**src/fixed_width_decimal_formatter_top_assert.svh**
```systemverilog
// Assertion macros used by the formatter controller.
// Requires clk_i and rst_ni in the scope of every use.
`ifndef FIXED_WIDTH_DECIMAL_FORMATTER_TOP_ASSERT_SVH
`define FIXED_WIDTH_DECIMAL_FORMATTER_TOP_ASSERT_SVH

// Same-cycle implication, checked out of reset.
`define FWDF_ASSERT_IMP(lbl, ante, cons) \
  lbl: assert property (@(posedge clk_i) disable iff (!rst_ni) (ante) |-> (cons)) \
    else $error("fwdf assertion failed");

// Next-cycle implication, checked out of reset.
`define FWDF_ASSERT_NXT(lbl, ante, cons) \
  lbl: assert property (@(posedge clk_i) disable iff (!rst_ni) (ante) |=> (cons)) \
    else $error("fwdf assertion failed");

`endif

```
**src/fwdf_pkg.sv**
```systemverilog
// Shared constants, types and the power-of-ten table of the decimal formatter.
// No dependencies.
`default_nettype none

package fwdf_pkg;

  localparam int MAX_DIGITS    = 7;
  localparam int VALUE_BITS    = 32;
  localparam int VALUE_FIELD_W = 32;
  localparam int CNT_W         = 3;
  localparam int CHAR_W        = 8;

  localparam int IN_W          = VALUE_FIELD_W + CNT_W + 1;
  localparam int IN_TDATA_W    = ((IN_W + 7) / 8) * 8;
  localparam int OUT_TDATA_W   = ((CHAR_W + 7) / 8) * 8;

  // Digits kept below the top position.
  localparam int BCD_DIGITS    = (MAX_DIGITS > 1) ? MAX_DIGITS - 1 : 1;
  localparam longint POW_MAX   = 10 ** (MAX_DIGITS - 1);
  localparam int DIV_W         = $clog2(POW_MAX + 1);
  localparam int IDX_W         = (BCD_DIGITS > 1) ? $clog2(BCD_DIGITS) : 1;
  localparam int BIT_CNT_W     = (VALUE_BITS > 1) ? $clog2(VALUE_BITS) : 1;

  localparam logic [CHAR_W-1:0] CHAR_ZERO  = 8'd48;
  localparam logic [CHAR_W-1:0] CHAR_SPACE = 8'd32;

  typedef struct packed {
    logic load;   // capture a new transaction
    logic step;   // one conversion bit
    logic emit;   // load the next character into the output register
  } fwdf_cmd_t;

  typedef struct packed {
    logic cnt_zero;  // incoming digit count is zero
    logic last;      // character about to be emitted is the final one
  } fwdf_sts_t;

  // 10^k for k = 0 .. MAX_DIGITS-1, a small constant mux.
  function automatic logic [DIV_W-1:0] pow10_f(input logic [CNT_W-1:0] k);
    logic [DIV_W-1:0] p;
    logic [DIV_W-1:0] res;
    p   = DIV_W'(1);
    res = DIV_W'(1);
    for (int i = 0; i < MAX_DIGITS; i++) begin
      if (k == CNT_W'(i)) res = p;
      p = DIV_W'(p * DIV_W'(10));
    end
    return res;
  endfunction

endpackage

`default_nettype wire

```
**src/fixed_width_decimal_formatter_top.sv**
```systemverilog
// Fixed-width decimal formatter, top level: stream ports, controller and datapath.
// Depends on fwdf_pkg, fwdf_ctrl and fwdf_dp.
//
// Each input transaction carries a 32-bit unsigned value, a digit count (1..7)
// and a keep-zeros flag; the block returns that many ASCII characters, most
// significant position first, tlast on the final one. Leading zero positions are
// sent as spaces unless keep-zeros is set; the final position is always a digit.
// If the value does not fit, the top position carries the wrapped code
// (value / 10^(count-1) + 48) mod 256. A count of zero is taken and produces
// nothing. Timing: after a transaction is accepted the datapath runs one
// restoring-division step and one double-dabble step per value bit, then emits
// one character per cycle while the sink is ready. The next transaction is taken
// the cycle after the last character enters the output register, so a steady
// stream is set by the 32-step bit-serial conversion plus the emission of its
// characters. The output register lets the last character wait for the sink
// while the next value is already converting.
`default_nettype none

module fixed_width_decimal_formatter_top (
  input  wire logic                            clk_i,
  input  wire logic                            rst_ni,
  // [31:0] value, [34:32] digit_count, [35] keep_zeros, [39:36] zero
  input  wire logic [fwdf_pkg::IN_TDATA_W-1:0]  s_axis_tdata_i,
  input  wire logic                            s_axis_tvalid_i,
  output logic                                 s_axis_tready_o,
  // [7:0] character
  output logic [fwdf_pkg::OUT_TDATA_W-1:0]     m_axis_tdata_o,
  output logic                                 m_axis_tlast_o,
  output logic                                 m_axis_tvalid_o,
  input  wire logic                            m_axis_tready_i
);
  import fwdf_pkg::*;

  fwdf_cmd_t         cmd;
  fwdf_sts_t         sts;
  logic [CHAR_W-1:0] out_char;

  // Sequencing: idle / convert / emit, plus the output valid flag.
  fwdf_ctrl u_ctrl (
    .clk_i      (clk_i),
    .rst_ni     (rst_ni),
    .s_tvalid_i (s_axis_tvalid_i),
    .s_tready_o (s_axis_tready_o),
    .m_tvalid_o (m_axis_tvalid_o),
    .m_tready_i (m_axis_tready_i),
    .sts_i      (sts),
    .cmd_o      (cmd)
  );

  // Quotient and BCD conversion, blanking, output character register.
  fwdf_dp u_dp (
    .clk_i     (clk_i),
    .in_data_i (s_axis_tdata_i),
    .cmd_i     (cmd),
    .sts_o     (sts),
    .char_o    (out_char),
    .last_o    (m_axis_tlast_o)
  );

  assign m_axis_tdata_o = OUT_TDATA_W'(out_char);

endmodule

`default_nettype wire

```
**src/fwdf_ctrl.sv**
```systemverilog
// Controller of the decimal formatter: state machine, bit counter, output valid.
// Depends on fwdf_pkg and fixed_width_decimal_formatter_top_assert.svh.
`default_nettype none

`include "fixed_width_decimal_formatter_top_assert.svh"

module fwdf_ctrl (
  input  wire logic               clk_i,
  input  wire logic               rst_ni,
  input  wire logic               s_tvalid_i,
  output logic                    s_tready_o,
  output logic                    m_tvalid_o,
  input  wire logic               m_tready_i,
  input  wire fwdf_pkg::fwdf_sts_t sts_i,
  output fwdf_pkg::fwdf_cmd_t     cmd_o
);
  import fwdf_pkg::*;

  localparam logic [1:0] ST_IDLE = 2'd0;
  localparam logic [1:0] ST_CONV = 2'd1;
  localparam logic [1:0] ST_EMIT = 2'd2;

  logic [1:0]           state_q, state_d;
  logic [BIT_CNT_W-1:0] bit_cnt_q, bit_cnt_d;
  logic                 out_vld_q, out_vld_d;
  logic                 in_fire;
  logic                 slot_free;

  assign s_tready_o = (state_q == ST_IDLE);
  assign in_fire    = s_tvalid_i && s_tready_o;
  assign slot_free  = !out_vld_q || m_tready_i;
  assign m_tvalid_o = out_vld_q;

  always_comb begin
    state_d   = state_q;
    bit_cnt_d = bit_cnt_q;
    cmd_o     = '0;
    case (state_q)
      ST_IDLE: begin
        if (in_fire && !sts_i.cnt_zero) begin
          cmd_o.load = 1'b1;
          bit_cnt_d  = '0;
          state_d    = ST_CONV;
        end
      end
      ST_CONV: begin
        cmd_o.step = 1'b1;
        if (bit_cnt_q == BIT_CNT_W'(VALUE_BITS - 1)) begin
          bit_cnt_d = '0;
          state_d   = ST_EMIT;
        end else begin
          bit_cnt_d = bit_cnt_q + 1'b1;
        end
      end
      ST_EMIT: begin
        cmd_o.emit = slot_free;
        if (slot_free && sts_i.last) state_d = ST_IDLE;
      end
      default: state_d = ST_IDLE;
    endcase
  end

  always_comb begin
    out_vld_d = out_vld_q;
    if (cmd_o.emit) out_vld_d = 1'b1;
    else if (m_tready_i) out_vld_d = 1'b0;
  end

  always_ff @(posedge clk_i or negedge rst_ni) begin
    if (!rst_ni) begin
      state_q   <= ST_IDLE;
      bit_cnt_q <= '0;
      out_vld_q <= 1'b0;
    end else begin
      state_q   <= state_d;
      bit_cnt_q <= bit_cnt_d;
      out_vld_q <= out_vld_d;
    end
  end

  // Conversion never overlaps emission or a new load.
  `FWDF_ASSERT_IMP(a_conv_no_emit, state_q == ST_CONV, !cmd_o.emit && !cmd_o.load)
  // Bit counter only runs during conversion.
  `FWDF_ASSERT_IMP(a_cnt_idle, state_q != ST_CONV, bit_cnt_q == '0)
  // Emitting the final character returns to idle with the output occupied.
  `FWDF_ASSERT_NXT(a_last_idle, cmd_o.emit && sts_i.last, state_q == ST_IDLE && out_vld_q)

endmodule

`default_nettype wire

```
**src/fwdf_dp.sv**
```systemverilog
// Datapath of the decimal formatter: shared bit-serial quotient and BCD conversion,
// digit selection with blanking, output character register. Depends on fwdf_pkg.
`default_nettype none

module fwdf_dp (
  input  wire logic                           clk_i,
  input  wire logic [fwdf_pkg::IN_TDATA_W-1:0] in_data_i,
  input  wire fwdf_pkg::fwdf_cmd_t             cmd_i,
  output fwdf_pkg::fwdf_sts_t                 sts_o,
  output logic [fwdf_pkg::CHAR_W-1:0]         char_o,
  output logic                                last_o
);
  import fwdf_pkg::*;

  logic [VALUE_FIELD_W-1:0] in_value;
  logic [CNT_W-1:0]         in_cnt;
  logic                     in_keep;
  logic [CNT_W-1:0]         cnt_clamp;
  logic [CNT_W-1:0]         top_k;

  logic [VALUE_BITS-1:0]    val_q;
  logic [DIV_W-1:0]         div_q;
  logic [DIV_W-1:0]         rem_q, rem_d;
  logic [DIV_W:0]           trial;
  logic                     qbit;
  logic [CHAR_W-1:0]        quo_q;
  logic                     qnz_q;
  logic [3:0]               bcd_q [BCD_DIGITS];
  logic [3:0]               adj   [BCD_DIGITS];
  logic                     shown_q;
  logic                     top_q;
  logic                     kzero_q;
  logic [IDX_W-1:0]         idx_q;

  logic [3:0]               digit;
  logic                     show;
  logic [CHAR_W-1:0]        char_d;
  logic                     last_d;

  assign in_value = in_data_i[VALUE_FIELD_W-1:0];
  assign in_cnt   = in_data_i[VALUE_FIELD_W +: CNT_W];
  assign in_keep  = in_data_i[VALUE_FIELD_W + CNT_W];

  assign cnt_clamp = (in_cnt > CNT_W'(MAX_DIGITS)) ? CNT_W'(MAX_DIGITS) : in_cnt;
  assign top_k     = cnt_clamp - 1'b1;

  // Restoring division by 10^k, one bit per step.
  assign trial = {rem_q, val_q[VALUE_BITS-1]};
  assign qbit  = (trial >= {1'b0, div_q});
  assign rem_d = qbit ? DIV_W'(trial - {1'b0, div_q}) : trial[DIV_W-1:0];

  // Double-dabble correction on the low digits.
  always_comb begin
    for (int j = 0; j < BCD_DIGITS; j++) begin
      adj[j] = (bcd_q[j] >= 4'd5) ? bcd_q[j] + 4'd3 : bcd_q[j];
    end
  end

  always_ff @(posedge clk_i) begin
    if (cmd_i.load) begin
      val_q   <= in_value[VALUE_BITS-1:0];
      div_q   <= pow10_f(top_k);
      rem_q   <= '0;
      quo_q   <= '0;
      qnz_q   <= 1'b0;
      shown_q <= in_keep;
      top_q   <= 1'b1;
      kzero_q <= (top_k == '0);
      idx_q   <= IDX_W'(top_k - 1'b1);
      for (int j = 0; j < BCD_DIGITS; j++) bcd_q[j] <= '0;
    end else if (cmd_i.step) begin
      val_q <= {val_q[VALUE_BITS-2:0], 1'b0};
      rem_q <= rem_d;
      quo_q <= {quo_q[CHAR_W-2:0], qbit};
      qnz_q <= qnz_q | qbit;
      bcd_q[0] <= {adj[0][2:0], val_q[VALUE_BITS-1]};
      for (int j = 1; j < BCD_DIGITS; j++) bcd_q[j] <= {adj[j][2:0], adj[j-1][3]};
    end else if (cmd_i.emit) begin
      shown_q <= shown_q | show;
      if (top_q) top_q <= 1'b0;
      else       idx_q <= idx_q - 1'b1;
    end
  end

  // Character for the current position.
  assign digit = bcd_q[idx_q];

  always_comb begin
    if (top_q) begin
      show   = qnz_q || shown_q || kzero_q;
      char_d = show ? quo_q + CHAR_ZERO : CHAR_SPACE;
      last_d = kzero_q;
    end else begin
      show   = (digit != 4'd0) || shown_q || (idx_q == '0);
      char_d = show ? {4'd0, digit} + CHAR_ZERO : CHAR_SPACE;
      last_d = (idx_q == '0);
    end
  end

  assign sts_o.cnt_zero = (in_cnt == '0);
  assign sts_o.last     = last_d;

  always_ff @(posedge clk_i) begin
    if (cmd_i.emit) begin
      char_o <= char_d;
      last_o <= last_d;
    end
  end

endmodule

`default_nettype wire

```
**config.mk**
```make
export PLATFORM = sky130hd
export DESIGN_NAME = fixed_width_decimal_formatter_top
export DESIGN_NICKNAME = d
export VERILOG_FILES = /design/src/fwdf_pkg.sv /design/src/fixed_width_decimal_formatter_top.sv /design/src/fwdf_ctrl.sv /design/src/fwdf_dp.sv
export VERILOG_INCLUDE_DIRS = /design/src /design/src/src
export SDC_FILE = /design/constraint.sdc
export NUM_CORES = 1
export LEC_CHECK = 0
export ABC_AREA = 0
export BUFFER_PORTS_ARGS = -buffer_cell sky130_fd_sc_hd__clkbuf_2
export CAP_MARGIN = 40
export CELL_PAD_IN_SITES_DETAIL_PLACEMENT = 1
export CELL_PAD_IN_SITES_GLOBAL_PLACEMENT = 1
export CORE_MARGIN = 2
export CORE_UTILIZATION = 47
export DETAILED_ROUTE_END_ITERATION = 16
export PLACE_DENSITY_LB_ADDON = 0.1
export SLEW_MARGIN = 25
export SYNTH_ARGS = -nofsm -noshare
export SYNTH_HDL_FRONTEND = slang
export SYNTH_SLANG_ARGS = --single-unit
```
**constraint.sdc**
```tcl
create_clock -name clk_i -period 3.3 [get_ports clk_i]
set_input_delay 0.495 -clock clk_i [delete_from_list [all_inputs] [get_ports clk_i]]
set_output_delay 0.495 -clock clk_i [all_outputs]
set_load 0.01 [all_outputs]
```
==> results of run 1 <==
cells in the mapped netlist (4+ instances only):
| cell | number |
|---|---|
| a21o_1 | 9 |
| a21oi_1 | 37 |
| a22o_1 | 4 |
| a32oi_1 | 7 |
| and3_1 | 6 |
| buf_2 | 4 |
| clkbuf_1 | 20 |
| dfrtp_1 | 8 |
| dfxtp_1 | 33 |
| edfxtp_1 | 84 |
| ha_1 | 38 |
| inv_1 | 41 |
| mux2_2 | 4 |
| mux2i_1 | 10 |
| mux4_2 | 4 |
| nand2_1 | 148 |
| nand2b_1 | 14 |
| nand3_1 | 10 |
| nor2_1 | 51 |
| nor2b_1 | 4 |
| nor3_1 | 11 |
| o21a_1 | 4 |
| o21ai_0 | 46 |
| xnor2_1 | 18 |
| xor2_1 | 13 |
kinds of logic after synthesis:
logic type,after synthesis
buf+inv,71
mux,18
compound gates,137
simple gates,260
flops,125
fa+ha+maj,39
xor+xnor,31
worst paths after layout:
| kind | from | end | slack, ns |
|---|---|---|---|
| worst max-delay path | u_dp.div_q[18] | u_dp.rem_q[19] | 0.37 |
| worst min-delay path | s_axis_tdata_i[13] | u_dp.val_q[13] | 0.33 |
| worst max register to register | u_dp.div_q[18] | u_dp.rem_q[19] | 0.37 |
| worst min register to register | u_dp.qnz_q | u_dp.qnz_q | 0.46 |
| max in group asynchronous | rst_ni | u_ctrl.bit_cnt_q[3] | 2.65 |
| min in group asynchronous | rst_ni | u_ctrl.m_tvalid_o | 0.46 |
routing by layer:
metal	vias up	wire length [um]	track usage, %
li1	2484	-	-
met1	2475	7423	30.43
met2	86	7857	37.12
met3	15	612	5.351
met4	0	183	6.960
met5	-	0	0
metrics by stage:
| step | utilization (%) | power, mW | hold WS (ns) | instance area, um2 |
|---|---|---|---|---|
| after detailed placement | 51.20 | 6.184 | 0.3576 | 7107 |
| after global routing | 55.43 | 8.604 | 0.3273 | 7694 |
| after global placement | 51.20 | 5.936 | 0.3469 | 7107 |
| after CTS | 55.43 | 8.059 | 0.3172 | 7694 |
| after floorplan | - | 5.315 | 0.1994 | 6669 |
| final | 55.43 | 7.980 | 0.3341 | 7694 |
registers in the layout (all words and copies together) (netlist names), named ones only:
signal and flops:
u_ctrl.bit_cnt_q 5, u_ctrl.m_tvalid_o 1, u_ctrl.state_q 2, u_dp.bcd_q 24, u_dp.char_o 8, u_dp.div_q 14, u_dp.idx_q 3, u_dp.kzero_q 1
u_dp.last_o 1, u_dp.qnz_q 1, u_dp.quo_q 8, u_dp.rem_q 20, u_dp.shown_q 1, u_dp.top_q 1, u_dp.val_q 32
area by class of cell:
cell class                      instances  area, um2
Timing Repair Buffer                   62      342.8
Multi-Input combinational cell        485       3008
Clock buffer                           19      464.2
Tap cell                              180      225.2
Inverter                               42      157.7
Fill cell                            1581       6187
Sequential cell                       125       3383
Clock inverter                         13      112.6
critical path: cells and delay by family (launching register included):
kind / cells / cell delay, ns
DFF: 1 / 0.37
adders and majority gates: 1 / 0.33
AOI/OAI and AO/OA: 4 / 0.61
buffers and inverters: 3 / 0.62
and+or+nand+nor: 3 / 0.92
report_power, final:
group / switching [mW] / internal, mW
combinational: 1.88 / 1.32
sequential: 0.438 / 2.53
clock: 0.718 / 1.10
timing repair:
| item | in CTS | in global routing |
|---|---|---|
| hold endpoints to repair | 8 | 0 |
| resized for setup | 0 | 0 |
| hold buffers | 1 | 0 |
==> flow_metrics.env, run 1 <==
export IMPL_status="complete, no violations"
export IMPL_layout_common_cells="nand2_1 (148), edfxtp_1 (84), nor2_1 (51)"
export IMPL_p_leak_nw=3.406
export IMPL_drive_gt1_share_pct=14.48
export IMPL_synth_cells=681
export IMPL_root_buffer="clkbuf_16"
export IMPL_grt_pass1_vias=5285
export IMPL_synth_area_top_cells="edfxtp_1 (38%), dfxtp_1 (9.9%), nand2_1 (8.3%), ha_1 (7.1%), o21ai_0 (3.5%)"
export IMPL_rsz0062_at_grt="false"
export IMPL_wl_per_cell_um=17.36
export IMPL_grt_max_degree=57
export IMPL_post_route_period_util_pct=88.74
export IMPL_core_area_um2=13880
export IMPL_final_common_cell="nand2_1"
export IMPL_yosys_area_top_type_share_pct=37.82
export IMPL_overflow=0
export IMPL_synth_top_cell_by_area="edfxtp_1"
export IMPL_cts_buffer_depth=2
export IMPL_final_nets=816
export IMPL_clock_latency_ns=0.42
export IMPL_finalSetupViolations=0
export IMPL_cp_end_kind="flip-flop"
export IMPL_die_h_um=123.1
export IMPL_area_delta_synth_final_pct=15.37
export IMPL_min_path_cells=3
export IMPL_min_path_type="in2reg"
export IMPL_hold_viol=0
export IMPL_synth_xor_area_share_pct=4.071
export IMPL_chipWidth_um=123.1
export IMPL_antenna_left=0
export IMPL_cts_setup_buffers=0
export IMPL_worst_pin_slew_ns=0.7466
export IMPL_synthMuxAreaShare_pct=3.527
export IMPL_synth_compound_gate_area_share_pct=13.08
export IMPL_fmax_ghz=0.3415
export IMPL_hpwl_um=11290
export IMPL_dpl_cell_count=893
export IMPL_powerDensity_nw_per_um2=1037
export IMPL_initial_core_util_pct=48.04
export IMPL_synth_edf_count=84
export IMPL_drv_slew=0
export IMPL_synth_cell_type_count=58
export IMPL_setup_tns_ns=0
export IMPL_synth_nets=764
export IMPL_ff2ff_path_depth=11
export IMPL_cp_cell_sequence="inv_1, ha_1, and4_1, and4_1, o21ai_1, a41oi_2, buf_4, nor2_1, buf_4, a32oi_1, o21ai_0"
export IMPL_drt_iter0_markers=279
export IMPL_min_period_ns=2.928
export IMPL_firstDrtPassIters=4
export IMPL_die_area_um2=15160
export IMPL_synth_top_family_by_area="simple AND/OR/NAND/NOR gates"
export IMPL_cp_start_kind="flip-flop"
export IMPL_slowest_stage="nor2_1"
export IMPL_final_cell_count_no_fill=926
export IMPL_critical_path_class="reg2reg"
export IMPL_worstPathArrival_ns=3.28
export IMPL_drc=0
export IMPL_via_per_inst=5.464
export IMPL_avgSynthCellArea_um2=9.793
export IMPL_synth_yosys_warnings=0
export IMPL_ir_drop_mv=0.4070
export IMPL_htree_levels=4
export IMPL_ys_seq_area_share_pct=50.73
export IMPL_clock_sinks=125
export IMPL_synth_top_flop_cell="edfxtp_1"
export IMPL_syn_area_um2=6669
export IMPL_diodes=0
export IMPL_cts_tree="yes"
export IMPL_grt_total_usage_pct=22.87
export IMPL_cp_slowest_stage_delay_ns=0.46
export IMPL_antenna_found_initial=0
export IMPL_grt_pass1_wl_um=26790
export IMPL_fin_worst_skew_ns=0.008187
export IMPL_synth_seq_cells=125
export IMPL_yosys_area_share_simple_pct=16.85
export IMPL_clk_pin_slew_worst_paths_ns=0.06
export IMPL_synthArstFlopShare_pct=6.400
export IMPL_maxCapViolations=0
export IMPL_placementRows=43
export IMPL_crit_fanout=6
export IMPL_setup_slack_ns=0.3716
export IMPL_vias=5060
export IMPL_numCtsBuffers=17
export IMPL_synth_adder_area_share_pct=7.430
export IMPL_ios=55
export IMPL_pre_cts_slack_ns=0.4571
export IMPL_cp_required_ns=3.65
export IMPL_routabilityCongestion=0.8253
export IMPL_finalWirelength_um=16080
export IMPL_io_buffers=50
export IMPL_slew_headroom_pct=50.23
(Power assumes the default switching activity.)
==> run 2: changes to the inputs <==
--- a/config.mk
+++ b/config.mk
@@ -12,7 +12,8 @@
 export CELL_PAD_IN_SITES_DETAIL_PLACEMENT = 1
 export CELL_PAD_IN_SITES_GLOBAL_PLACEMENT = 1
 export CORE_MARGIN = 2
-export CORE_UTILIZATION = 47
+export CORE_UTILIZATION = 49
+export CTS_BUF_LIST = sky130_fd_sc_hd__clkbuf_2
 export DETAILED_ROUTE_END_ITERATION = 16
 export PLACE_DENSITY_LB_ADDON = 0.1
 export SLEW_MARGIN = 25
==> run 2 against run 1 <==
Effect of this change:
- sequential share of layout area grew 1.4 points
- routed wire length shrank 3.8%
- via count increased by 0.45%
- core utilization rose by 0.83 points
- cell area down 3.2%
- critical path depth is 2 lower
- sequential cell count unchanged
- cell count rose by 0.22%
- first-iteration DRC count down 17%
- critical path type unchanged
- highest routed layer unchanged
- sequential power about the same
- global-route usage grew 0.15 points
==> flow_metrics.env, run 2 (synthesized netlist as in run 1, its figures left out) <==
export IMPL_io_buffers=50
export IMPL_internal_power_mw=4.252
export IMPL_critical_path_class="reg2reg"
export IMPL_grt_total_usage_pct=23.02
export IMPL_slowest_stage="or2_2"
export IMPL_top_register="u_dp.val_q"
export IMPL_rr_endpoint="u_dp.rem_q[18]"
export IMPL_ios=55
export IMPL_die_h_um=120.7
export IMPL_htree_levels=4
export IMPL_drv_slew=0
export IMPL_worstPathArrival_ns=3.40
export IMPL_crit_fanout=13
export IMPL_antenna_left=0
export IMPL_maxCapViolations=0
export IMPL_min_period_ns=2.789
export IMPL_final_common_cell="nand2_1"
export IMPL_clock_sinks=125
export IMPL_chipWidth_um=120.7
export IMPL_cpMostUsedCell="and4_1"
export IMPL_cts_setup_buffers=0
export IMPL_cts_tree="yes"
export IMPL_grt_max_degree=58
export IMPL_cp_required_ns=3.92
export IMPL_pwr_share_comb_pct=44.8
export IMPL_dpl_cell_area_um2=7097
export IMPL_drt_iter0_markers=231
export IMPL_clock_power_share_pct=13.9
export IMPL_rsz0062_at_grt="false"
export IMPL_diodes=0
export IMPL_utilization_pct=56.25
export IMPL_placementRows=42
export IMPL_powerDensity_nw_per_um2=959.4
export IMPL_hold_viol=0
export IMPL_die_area_um2=14560
export IMPL_overflow=0
export IMPL_slew_headroom_pct=52.19
export IMPL_worst_pin_slew_ns=0.7172
export IMPL_fmax_ghz=0.3585
export IMPL_finalWirelength_um=15460
export IMPL_rrSetupSlack_ns=0.51
export IMPL_ir_drop_mv=0.3844
export IMPL_routabilityCongestion=0.8543
export IMPL_status="complete, no violations"
export IMPL_clk_pin_slew_worst_paths_ns=0.17
export IMPL_grt_pass1_wl_um=26450
export IMPL_fillers=1531
export IMPL_design_area_um2=7450
export IMPL_cp_start_kind="flip-flop"
export IMPL_min_path_type="in2reg"
export IMPL_cp_slowest_stage_delay_ns=0.42
export IMPL_ff2ff_path_depth=9
export IMPL_fin_worst_skew_ns=0.03735
export IMPL_drc=0
export IMPL_hold_start="s_axis_tdata_i[18]"
export IMPL_finalSetupViolations=0
export IMPL_firstDrtPassIters=5
export IMPL_final_nets=822
export IMPL_drive_gt1_share_pct=13.56
export IMPL_switchingPower_mw=2.895
export IMPL_p_sw_share_pct=40.51
export IMPL_cp_end_kind="flip-flop"
export IMPL_layout_common_cells="nand2_1 (148), edfxtp_1 (84), clkbuf_2 (68)"
export IMPL_vias=5083
export IMPL_area_delta_synth_final_pct=11.71
export IMPL_setup_tns_ns=0
export IMPL_core_area_um2=13240
export IMPL_post_route_period_util_pct=84.52
export IMPL_antenna_found_initial=0
export IMPL_p_leak_nw=3.293
export IMPL_min_path_cells=3
export IMPL_grt_pass1_vias=5601
export IMPL_via_per_inst=5.477
export IMPL_sequentialPowerShare_pct=41.4
export IMPL_multi_input_area_um2=3010
export IMPL_top_regs="u_dp.val_q: 32 flops, u_dp.bcd_q: 24 flops, u_dp.rem_q: 20 flops"
export IMPL_largest_reg_flops=32
export IMPL_hpwl_um=10920
export IMPL_hold_ws_ns=0.06016
export IMPL_ff_latch_area_um2=3383
export IMPL_r2r_start="u_dp.div_q[18]"
export IMPL_cp_cell_sequence="inv_1, ha_1, and4_1, and4_1, nand4_1, a41oi_2, or2_2, nand2_1, o21ai_0"
export IMPL_cts_buffer_depth=2
export IMPL_clock_latency_ns=0.70
export IMPL_numCtsBuffers=17
export IMPL_wl_per_cell_um=16.66
export IMPL_min_to="u_dp.val_q[18]"
export IMPL_pre_cts_slack_ns=0.3165
export IMPL_root_buffer="clkbuf_2"
export IMPL_setup_slack_ns=0.5108
export IMPL_initial_core_util_pct=50.36
## run 2: changes by cell type in the layout (fill, tap and decap cells not counted), sizes merged
cell	before	now
clkbuf	69	68
buf	11	7
bufinv	1	3
clkinv	7	9
dlygate4sd3	1	11
inv	44	41
## run 2: area by class of cell
| type | count | share of cell area [%] |
|---|---|---|
| flip-flops and latches | 125 | 45.41 |
| multi-input cells | 485 | 40.41 |
| repair buffers | 68 | 5.811 |
| well taps | 176 | 2.956 |
| inverters | 42 | 2.150 |
| clock inverters | 14 | 2.049 |
| clock buffers | 18 | 1.209 |
## run 2: repair_timing
item,4_1_cts,5_1_grt
endpoints found under the setup margin,0,5
hold buffers,11,0
hold endpoints to repair,18,0
gates resized for setup,0,1
## run 2: power groups by stage
| stage | logic, mW | clock network (mW) | registers [mW] |
|---|---|---|---|
| 2_1_floorplan | 2.48 | 0 | 2.83 |
| 3_3_place_gp | 2.95 | 0 | 2.96 |
| 3_5_place_dp | 3.17 | 0 | 2.99 |
| 4_1_cts | 3.22 | 1.02 | 2.96 |
| 5_1_grt | 3.65 | 1.08 | 3.04 |
| 6_report | 3.20 | 0.992 | 2.96 |
## run 2: metal layers
layer | routed length, um | up-vias | GRT usage (%)
li1 | - | 2500 | -
met1 | 7164 | 2447 | 30.03
met2 | 7417 | 114 | 37.96
met3 | 615 | 22 | 4.858
met4 | 261 | 0 | 8.212
met5 | 0 | - | 0
## run 2: worst max-delay path: cells and delay by family (launching register included)
kind | cells | cell delay (ns)
flip-flops | 1 | 0.37
AO/OA/AOI/OAI | 2 | 0.54
buffers and inverters | 1 | 0.10
adder cells (fa/ha/maj) | 1 | 0.39
AND/OR/NAND/NOR | 5 | 1.32
## run 2: worst max-delay path by stage
stage,startpoint,to,slack [ns],depth (start not counted)
floorplan,s_axis_tdata_i[33],u_dp.bcd_q[0][0],0.27,5
global placement,u_dp.div_q[10],u_dp.rem_q[14],0.40,9
detailed placement,u_dp.div_q[10],u_dp.rem_q[16],0.32,9
CTS,u_dp.div_q[18],u_dp.rem_q[18],0.26,9
global route,u_dp.div_q[18],u_dp.rem_q[16],0.24,9
finish,u_dp.div_q[18],u_dp.rem_q[18],0.51,9
## run 2: through the flow
step / total power [mW] / std cells
after floorplan: 5.315 / 681
after global placement: 5.914 / 884
after detailed placement: 6.163 / 885
after CTS: 7.192 / 928
after global routing: 7.773 / 928
final: 7.147 / 928
==> run 3: changes to the inputs <==
==> constraint.sdc (replaced) <==
create_clock -name clk_i -period 2.6 [get_ports clk_i]
set_input_delay 0.39 -clock clk_i [delete_from_list [all_inputs] [get_ports clk_i]]
set_output_delay 0.39 -clock clk_i [all_outputs]
set_load 0.01 [all_outputs]
==> run 3 against run 2 <==
Effect of this change:
- total power up 29%
- via count is 4.4% higher
- highest routed layer unchanged
- non-clock buffer count rose by 39
- first-iteration DRC count grew 52%
==> flow_metrics.env, run 3 (synthesized netlist as in run 1, its figures left out) <==
export IMPL_status="complete, no violations"
export IMPL_htree_levels=4
export IMPL_cts_buffer_depth=2
export IMPL_p_sw_share_pct=40.58
export IMPL_min_path_type="in2reg"
export IMPL_via_per_inst=5.490
export IMPL_slew_headroom_pct=50.15
export IMPL_final_common_cell="nand2_1"
export IMPL_firstDrtPassIters=4
export IMPL_min_period_ns=2.482
export IMPL_area_delta_synth_final_pct=16.94
export IMPL_min_path_cells=2
export IMPL_crit_fanout=6
export IMPL_placementRows=42
export IMPL_die_h_um=120.7
export IMPL_slowest_stage="edfxtp_1"
export IMPL_top_register="u_dp.val_q"
export IMPL_root_buffer="clkbuf_2"
export IMPL_hold_start="s_axis_tdata_i[32]"
export IMPL_met2_usage_pct=44.07
export IMPL_grt_max_degree=58
export IMPL_fmax_ghz=0.4029
export IMPL_drv_slew=0
export IMPL_worstPathArrival_ns=3.02
export IMPL_vias=5309
export IMPL_r2r_start="u_dp.div_q[18]"
export IMPL_worst_pin_slew_ns=0.7478
export IMPL_grt_total_usage_pct=24.75
export IMPL_cp_start_kind="flip-flop"
export IMPL_pwr_share_comb_pct=46.8
export IMPL_ff2ff_path_depth=10
export IMPL_hold_ws_ns=0.1755
export IMPL_min_to="u_dp.div_q[7]"
export IMPL_sequentialPowerShare_pct=40.8
export IMPL_cp_slowest_stage_delay_ns=0.39
export IMPL_cp_required_ns=3.14
export IMPL_die_area_um2=14560
export IMPL_cp_end_kind="flip-flop"
export IMPL_largest_reg_flops=32
export IMPL_cp_cell_sequence="inv_1, ha_4, and4_2, and4_1, nand4_1, a41oi_2, nor2_1, buf_4, a32oi_1, o21ai_0"
export IMPL_ir_drop_mv=0.4643
export IMPL_drt_iter0_markers=351
export IMPL_routabilityCongestion=0.8703
export IMPL_post_route_period_util_pct=95.46
export IMPL_ios=55
export IMPL_final_nets=861
export IMPL_finalSetupViolations=0
export IMPL_critical_path_class="reg2reg"
export IMPL_internal_power_mw=5.493
export IMPL_rsz0062_at_grt="true"
export IMPL_numCtsBuffers=17
export IMPL_clock_power_share_pct=12.4
export IMPL_drc=0
export IMPL_top_regs="u_dp.val_q: 32 flops, u_dp.bcd_q: 24 flops, u_dp.rem_q: 20 flops"
export IMPL_cp_startpoint="u_dp.div_q[18]"
export IMPL_switchingPower_mw=3.751
export IMPL_critPathTopFamily="simple AND/OR/NAND/NOR gates"
export IMPL_maxCapViolations=0
export IMPL_critPathBufInv=2
export IMPL_antenna_found_initial=1
export IMPL_wl_per_cell_um=17.64
export IMPL_utilization_pct=58.89
export IMPL_io_buffers=50
export IMPL_rrSetupSlack_ns=0.12
export IMPL_antenna_left=0
export IMPL_rr_endpoint="u_dp.rem_q[19]"
export IMPL_drive_gt1_share_pct=15.32
export IMPL_p_leak_nw=3.463
export IMPL_busiest_layer="met2"
export IMPL_hold_viol=0
export IMPL_layout_common_cells="nand2_1 (147), edfxtp_1 (84), clkbuf_2 (71)"
export IMPL_grt_pass1_vias=5737
export IMPL_finalWirelength_um=17060
export IMPL_hpwl_um=11330
export IMPL_met3_usage_pct=5.000
export IMPL_clock_sinks=125
export IMPL_fin_worst_skew_ns=0.02095
export IMPL_clock_latency_ns=0.67
export IMPL_grt_pass1_wl_um=28180
export IMPL_clk_pin_slew_worst_paths_ns=0.18
export IMPL_grt_use_met1_pct=30.02
export IMPL_chipWidth_um=120.7
export IMPL_overflow=0
export IMPL_initial_core_util_pct=50.36
export IMPL_powerDensity_nw_per_um2=1185
export IMPL_core_area_um2=13240
export IMPL_setup_tns_ns=0
export IMPL_cts_tree="yes"
run 3: how the worst max path moves through the flow:
stage / slack [ns] / cells past startpoint / end
4_1_cts: 0.04 / 10 / u_dp.rem_q[4]
6_report: 0.12 / 10 / u_dp.rem_q[19]
2_1_floorplan: 0.03 / 5 / u_dp.bcd_q[0][0]
3_3_place_gp: 0.14 / 9 / u_dp.rem_q[9]
5_1_grt: -0.06 / 10 / u_dp.rem_q[10]
3_5_place_dp: 0.06 / 10 / u_dp.rem_q[19]
run 3: per-layer routing:
layer  vias to the layer above  wire [um]
met2                       106       8781
met4                         0        206
met1                      2614       7511
li1                       2573          -
met3                        16        561
met5                         -          0
run 3: what timing repair did:
action,4_1_cts,5_1_grt
endpoints found under the setup margin,5,21
resized for setup,1,7
hold buffers,38,0
buffers inserted,0,1
endpoints found under the hold margin,43,0
pin swaps,1,1
run 3: final cells by class:
class	instances	area [um2]
diodes	1	2.502
clock buffers	21	105.1
clock inverters	10	98.84
fillers	1510	5444
inverters	42	162.7
multi-input cells	485	3040
flip-flops and latches	125	3383
well taps	176	220.2
repair buffers	107	785.8
run 3: metrics by stage:
step	cell area, um2	power [mW]	std cells	setup WS, ns
after global routing	7799	10.01	967	-0.05586
final	7799	9.244	967	0.1180
after CTS	7764	9.227	965	0.03665
after detailed placement	7177	8.005	896	0.06059
after global placement	7177	7.666	896	0.1449
after floorplan	6690	6.755	681	0.03032
run 3: power by group through the flow:
stage / Clock, mW / Sequential, mW / Combinational, mW
floorplan: 0 / 3.59 / 3.16
global placement: 0 / 3.75 / 3.91
detailed placement: 0 / 3.81 / 4.20
CTS: 1.18 / 3.76 / 4.29
global route: 1.26 / 3.87 / 4.88
finish: 1.15 / 3.77 / 4.33
